`config.mk`:
```
export PLATFORM = sky130hd
export DESIGN_NAME = kts_cell
export DESIGN_NICKNAME = d
export VERILOG_FILES = /design/src/hw/rtl/kts_pkg.sv /design/src/hw/rtl/kts_cell.sv
export SDC_FILE = /design/constraint.sdc
export NUM_CORES = 1
export LEC_CHECK = 0
export ABC_AREA = 1
export BUFFER_PORTS_ARGS = -buffer_cell sky130_fd_sc_hd__clkbuf_2
export CAP_MARGIN = 20
export CORE_MARGIN = 4
export CORE_UTILIZATION = 41
export DETAILED_ROUTE_END_ITERATION = 6
export HOLD_SLACK_MARGIN = 0.03
export PLACE_DENSITY = 0.77
export SLEW_MARGIN = 0
export SYNTH_ARGS = -nofsm -noshare
export SYNTH_HDL_FRONTEND = slang
export SYNTH_SLANG_ARGS = --single-unit
export TNS_END_PERCENT = 1
```
`constraint.sdc`:
```
create_clock -name clk -period 3.2 [get_ports clk]
set_input_delay 0.64 -clock clk [delete_from_list [all_inputs] [get_ports clk]]
set_output_delay 0.64 -clock clk [all_outputs]
set_load 0.02 [all_outputs]
```
`src/hw/rtl/kts_pkg.sv`:
```
`timescale 1ns / 1ps
// ----------------------------------------------------------------------------
// kts_pkg: shared types and constants of the key/tag batch sorter
// Entry layout of a sorting cell, cell control struct and FSM encoding.
// ----------------------------------------------------------------------------
package kts_pkg;

  localparam int KEY_W     = 24;
  localparam int TAG_W     = 16;
  localparam int SLOTS_DEF = 64;

  typedef logic [KEY_W-1:0] key_t;
  typedef logic [TAG_W-1:0] tag_t;

  typedef struct packed {
    logic valid;
    key_t key;
    tag_t tag;
  } entry_t;

  // Chain-wide control, same for every cell
  typedef struct packed {
    logic insert;     // place the broadcast pair, shift larger keys up
    logic shift_out;  // move every entry one cell towards the output
  } cell_ctrl_t;

  typedef enum logic [1:0] {
    ST_LOAD = 2'b01,
    ST_EMIT = 2'b10
  } state_t;

endpackage : kts_pkg

```
`src/hw/rtl/kts_cell.sv`:
```
`timescale 1ns / 1ps
// ----------------------------------------------------------------------------
// kts_cell: one sorting cell of the insertion chain
// Holds a single (key, tag) entry. On insert it keeps its entry, takes the
// new pair or takes its lower neighbour's entry; on emit it takes the entry
// of its upper neighbour.
// ----------------------------------------------------------------------------
module kts_cell (
  input  logic                clk,
  input  logic                rst_n,
  input  kts_pkg::cell_ctrl_t ctrl,
  input  kts_pkg::entry_t     new_ent,
  input  kts_pkg::entry_t     left_ent,
  input  logic                left_gt,
  input  kts_pkg::entry_t     right_ent,
  output kts_pkg::entry_t     ent,
  output logic                gt
);
  import kts_pkg::*;

  logic valid_r, valid_nxt;
  key_t key_r, key_nxt;
  tag_t tag_r, tag_nxt;

  // An empty cell behaves as an infinitely large key; strict compare keeps
  // equal keys in arrival order.
  assign gt = !valid_r || (key_r > new_ent.key);

  always_comb begin
    valid_nxt = valid_r;
    key_nxt   = key_r;
    tag_nxt   = tag_r;
    if (ctrl.insert) begin
      if (gt && !left_gt) begin
        valid_nxt = 1'b1;
        key_nxt   = new_ent.key;
        tag_nxt   = new_ent.tag;
      end else if (gt) begin
        valid_nxt = left_ent.valid;
        key_nxt   = left_ent.key;
        tag_nxt   = left_ent.tag;
      end
    end else if (ctrl.shift_out) begin
      valid_nxt = right_ent.valid;
      key_nxt   = right_ent.key;
      tag_nxt   = right_ent.tag;
    end
  end

  always_ff @(posedge clk) begin
    if (!rst_n) begin
      valid_r <= 1'b0;
    end else begin
      valid_r <= valid_nxt;
    end
  end

  always_ff @(posedge clk) begin
    key_r <= key_nxt;
    tag_r <= tag_nxt;
  end

  assign ent.valid = valid_r;
  assign ent.key   = key_r;
  assign ent.tag   = tag_r;

endmodule : kts_cell

```
Word level (Yosys, flattened, before mapping)
Index checks and enable logic that the tools add are counted.

Logic and storage cells: 23. Input bits: 128. Register bits: 41. Output and inout port bits: 42.

Muxes and demuxes: 12. Eq/ne operators: 1. Order comparisons: 1. Reductions and logical operators: 6.

Operators with widths (number): $mux W24 (4); $mux W16 (4); $gt A24 B24 Y1 (1); $mux W1 (4); $ne A3 B1 Y1 const B (1); $logic_not A1 Y1 (2); $reduce_and A2 Y1 (1); $reduce_bool A2 Y1 (1); $logic_and A1 B1 Y1 (1); $logic_or A1 B1 Y1 (1).

Longest topological paths before layout
Depth after elaboration: 5. Mapped depth: 18. Depth with buffers taken out: 17.

Worst setup path after synthesis
OpenSTA, ideal clock, no wires.

Path type: input to register. Start: in new_ent[31] (netlist name). End: reg key_r[0], enable pin. Path slack: -0.272 ns. Data required time: 2.756 ns. Stages: 13. Path buffers: 1. Arrival time: 3.028 ns. Library setup time: 0.444 ns. Cells stage by stage: inv_1 -> ha_1 -> nand2_2 -> nor2_4 -> nand3_1 -> nor2_1 -> nand2_1 -> nand3_1 -> nand2_2 -> nand2_4 -> buf_6 -> nand2_1 -> o21ai_1.

Cells in the longest elaborated chain, start to end: 5.

RTL lines: from (decl) (RTL line kts_cell.sv:12) `input kts_pkg::entry_t new_ent,`; $gt A24 B24 Y1 (*) (RTL line kts_cell.sv:27) `assign gt = !valid_r || (key_r > new_ent.key);`; $logic_or A1 B1 Y1 (*) (RTL line kts_cell.sv:27); $logic_and A1 B1 Y1 (RTL line kts_cell.sv:34) `if (gt && !left_gt) begin`; $ne A3 B1 Y1 (no source line) (*); $reduce_and A2 Y1 (no source line) (*); to (signal assigned) (RTL line kts_cell.sv:59) `key_r <= key_nxt;`; to (decl) (RTL line kts_cell.sv:22) `key_t key_r, key_nxt;`.

Mark *: on every way between the ends. The rest lies on a longest branch, timed or not. A chain may end at the register's enable or synchronous reset.

Final worst setup path
Start: in new_ent[39] (netlist name). End: out gt.

Cells in the longest elaborated chain, start to end: 2.

RTL lines: $gt A24 B24 Y1 (RTL line kts_cell.sv:27); $logic_or A1 B1 Y1 (RTL line kts_cell.sv:27); to (decl) (RTL line kts_cell.sv:17) `output logic gt`.

No other way between the ends.

==> PnR_summary.wiki <==
{| class="wikitable"
! Metric !! Value
|-
| Post-synthesis to final-layout area growth || 30.91%
|-
| Critical Path RT || 2560 ps
|-
| Post-CTS setup buffer count || 0
|-
| # H-tree levels || 2
|-
| Startpoint types || primary input
|-
| Area fraction of the dominant cell type after synthesis || a little under two fifths
|-
| Fin Setup TNS || 0 ps
|-
| Wire length of the first global-routing pass || about 14 mm
|-
| Number of buffers created by CTS || 5
|-
| Maximum fanout along the worst path || 19
|-
| Endpoints failing hold || 0
|-
| Post-CTS Hold Buffers || 0
|-
| Post-CTS resize count || 0
|-
| Flops & latches, synth || 41
|-
| Average wire length per cell after detail routing || 13.05 µm
|-
| Cell Pwr Density || about 390 nW/µm²
|-
| Total leakage power || 2.232 nW
|-
| Via/cell ratio || between 4 and 5
|-
| Row count || 31
|-
| Ordered list of cells on the worst path || clkbuf_2 > inv_1 > ha_1 > nand2_1 > nor2_1 > nand2_1 > nor2_1 > nand2_1 > nand3_1 > nand2_2 > nand2_4 > clkbuf_2
|-
| Mapped Nets || 561
|-
| Kind of end point of the critical path || primary output
|-
| Number of clock sinks || 41
|-
| Count of TritonRoute iterations in the first routing pass || 5
|-
| Time the worst path needs with I/O delays and setup || between 2000 and 3000 ps
|-
| Overall track demand over capacity in global routing || between 10% and 20%
|-
| Warnings, synthesis || 0
|-
| Final ANT Viol Nets || 0
|-
| Synthesized instance count || roughly 410
|-
| Worst R2R Start || key_r[15]
|-
| Clk buf depth || 2
|-
| Cell types occupying the most area after synthesis || sky130_fd_sc_hd__edfxtp_1 38%, sky130_fd_sc_hd__nand2_1 16%, sky130_fd_sc_hd__ha_1 9.6%
|-
| Core Area || around 7300 µm²
|-
| Power after layout || roughly 0.0016 W
|-
| Number of vias in the routed layout || approximately 3.2k
|-
| Largest net degree at the start of global routing || 43
|-
| Initial cell density of the core || 42.79%
|-
| Post-layout nets || just over 700
|-
| Library cell contributing the largest single delay on the critical path || sky130_fd_sc_hd__ha_1
|-
| Ratio of cells with drive above 1 in the final layout || a little under two fifths
|-
| Start point of the worst hold path || rst_n
|-
| Number of remaining DRC errors || 0
|-
| Clock latency of the later-clocked register in the worst-skew pair || just under 300 ps
|-
| Die area || around 9100 µm²
|-
| Final worst setup slack || roughly 440 ps
|-
| Post-Layout Cell Count || approximately 670
|-
| Unrepaired setup endpoints after global routing || false
|-
| Clock-pin transition on the worst setup and hold timing paths || 80 ps
|-
| Path type of the worst setup path || in2out
|-
| Hold WC Path Type || in2reg
|-
| Slew headroom || between 60% and 70%
|-
| Cell at the root of the clock tree || sky130_fd_sc_hd__clkbuf_8
|-
| Largest area contributor in the synthesized netlist || sky130_fd_sc_hd__edfxtp_1
|-
| Number of diodes || 0
|-
| Maximum achievable frequency || about 0.36 GHz
|-
| CTS tree || yes
|-
| Pins over their slew limit || 0
|-
| Peak supply drop || slightly below 0.2 mV
|-
| Overflow after GRT || 0
|-
| Number of top-level pins || 170
|-
| Unique cell type count in the Yosys netlist || 27
|-
| Maximum single-stage delay on the critical path || between 200 and 300 ps
|-
| Max-capacitance violation count || 0
|-
| Post-Place Setup Slack || between 400 and 500 ps
|-
| Total standard cell area after synthesis || 3137 µm²
|-
| Detailed Place HPWL || slightly below 7 mm
|-
| Routed wire length || approximately 8.7 mm
|-
| Post-Synthesis Mean Instance Area || 7.669 µm²
|-
| Worst Path Arrival || about 2100 ps
|-
| First DRT Iteration DRCs || 106
|-
| GPL Wtd Cong || ~0.82
|-
| Area after detailed placement || approximately 4000 µm²
|-
| Fin crit share || between 80% and 90%
|-
| Portion of the post-synthesis area used by sequential elements || between 30% and 40%
|-
| Horizontal die dimension || between 90 and 100 µm
|-
| Number of port buffers || roughly 170
|-
| Chip Height || between 90 and 100 µm
|-
| # placed instances || 660
|-
| Clock skew after layout || approximately 6.4 ps
|-
| Pin slew with the least headroom to its limit || about 580 ps
|-
| Summed area of non-filler cells in the final layout || 4106 µm²
|-
| Cell repeated most along the worst path || sky130_fd_sc_hd__nand2_1
|-
| Initial antenna violation count || 0
|-
| Crit. Startpoint || new_ent[39]
|-
| # setup viols final || 0
|-
| Outcome || complete, no violations
|-
| Via count of the first global-routing pass || 3165
|}
[cell type report]
class                      instances  area, µm²
fill                             700       3224
multi-input combinational        292       1574
sequential                        41       1221
timing repair buffer             175      905.9
inverter                          53      198.9
tap                               99      123.9
clock buffer                       6      72.57
clock inverter                     2      10.01
[state kept, by name, indices dropped and copies added, names as in the netlist]
| name | flops |
|---|---|
| key_r | 24 |
| tag_r | 16 |
| valid_r | 1 |
[per-layer routing]
metal	global-route usage (%)	vias up	share of wire, %	wire length [µm]
li1	-	1644	-	-
met1	22.05	1367	39	3421
met2	34.69	149	49	4275
met3	6.393	12	10	882
met4	4.858	0	1.6	139
met5	0	-	0	0
[report_power, final]
part / switching [W] / internal [W] / total, W / leakage [nW]
clock network: 0.000182 / 0.000152 / 0.000333 / 0.0450
logic: 0.000345 / 0.000214 / 0.000560 / 1.78
registers: 0.0000302 / 0.000671 / 0.000701 / 0.407
total: 0.000557 / 0.00104 / 0.00159 / 2.23
[synth_stat cells]
library cell               instances
sky130_fd_sc_hd__a21o_1            2
sky130_fd_sc_hd__a21oi_1          13
sky130_fd_sc_hd__a21oi_2          19
sky130_fd_sc_hd__buf_1             1
sky130_fd_sc_hd__buf_12            2
sky130_fd_sc_hd__buf_2             4
sky130_fd_sc_hd__buf_4             2
sky130_fd_sc_hd__buf_6             3
sky130_fd_sc_hd__clkbuf_1         11
sky130_fd_sc_hd__clkinv_1          1
sky130_fd_sc_hd__dfxtp_1           1
sky130_fd_sc_hd__edfxtp_1         40
sky130_fd_sc_hd__ha_1             24
sky130_fd_sc_hd__inv_1            52
sky130_fd_sc_hd__nand2_1         130
sky130_fd_sc_hd__nand2_2           2
sky130_fd_sc_hd__nand2_4           2
sky130_fd_sc_hd__nand3_1          27
sky130_fd_sc_hd__nand3_2           1
sky130_fd_sc_hd__nand3b_1          1
sky130_fd_sc_hd__nor2_1           25
sky130_fd_sc_hd__nor2_2            1
sky130_fd_sc_hd__nor2_4            1
sky130_fd_sc_hd__nor3b_2           1
sky130_fd_sc_hd__o21ai_0           5
sky130_fd_sc_hd__o21ai_1          37
sky130_fd_sc_hd__or2_2             1
[per-stage QoR]
| stage | hold WS, ps | util, % |
|---|---|---|
| 2_1_floorplan | 599.9 | - |
| 3_3_place_gp | 669.2 | 54.89 |
| 3_5_place_dp | 661.0 | 54.89 |
| 4_1_cts | 541.6 | 56.02 |
| 5_1_grt | 584.3 | 56.02 |
| 6_report | 547.9 | 56.02 |
[worst max-delay path, delay by kind of cell]
family | cells | cell delay, ps
simple gates | 8 | 820
buf+inv | 3 | 360
fa+ha+maj | 1 | 290
[path summary, 6_finish.rpt]
kind / end / slack, ps / cells after the start
min: valid_r / 550 / 3
max reg2reg: tag_r[10] / 820 / 12
max: gt / 440 / 12
min reg2reg: valid_r / 670 / 3
[cell families (layout without fill, tap and decap cells)]
logic type	count (synthesis)	in the layout	share of synthesized area, %
simple gates	192	192	25.69
fa+ha+maj	24	24	9.573
flops	41	41	38.93
compound gates	76	76	14.56
buf+inv	76	236	11.25
[layout by cell type, fill, tap and decap left out, types with 2 or more instances in the layout]
master,n
sky130_fd_sc_hd__a21o_1,2
sky130_fd_sc_hd__a21oi_1,13
sky130_fd_sc_hd__a21oi_2,19
sky130_fd_sc_hd__buf_4,6
sky130_fd_sc_hd__clkbuf_2,168
sky130_fd_sc_hd__clkbuf_8,5
sky130_fd_sc_hd__clkinv_2,2
sky130_fd_sc_hd__edfxtp_1,40
sky130_fd_sc_hd__ha_1,24
sky130_fd_sc_hd__inv_1,51
sky130_fd_sc_hd__nand2_1,130
sky130_fd_sc_hd__nand2_2,2
sky130_fd_sc_hd__nand2_4,2
sky130_fd_sc_hd__nand3_1,27
sky130_fd_sc_hd__nor2_1,25
sky130_fd_sc_hd__o21ai_0,5
sky130_fd_sc_hd__o21ai_1,36
(Power assumes the default switching activity.)
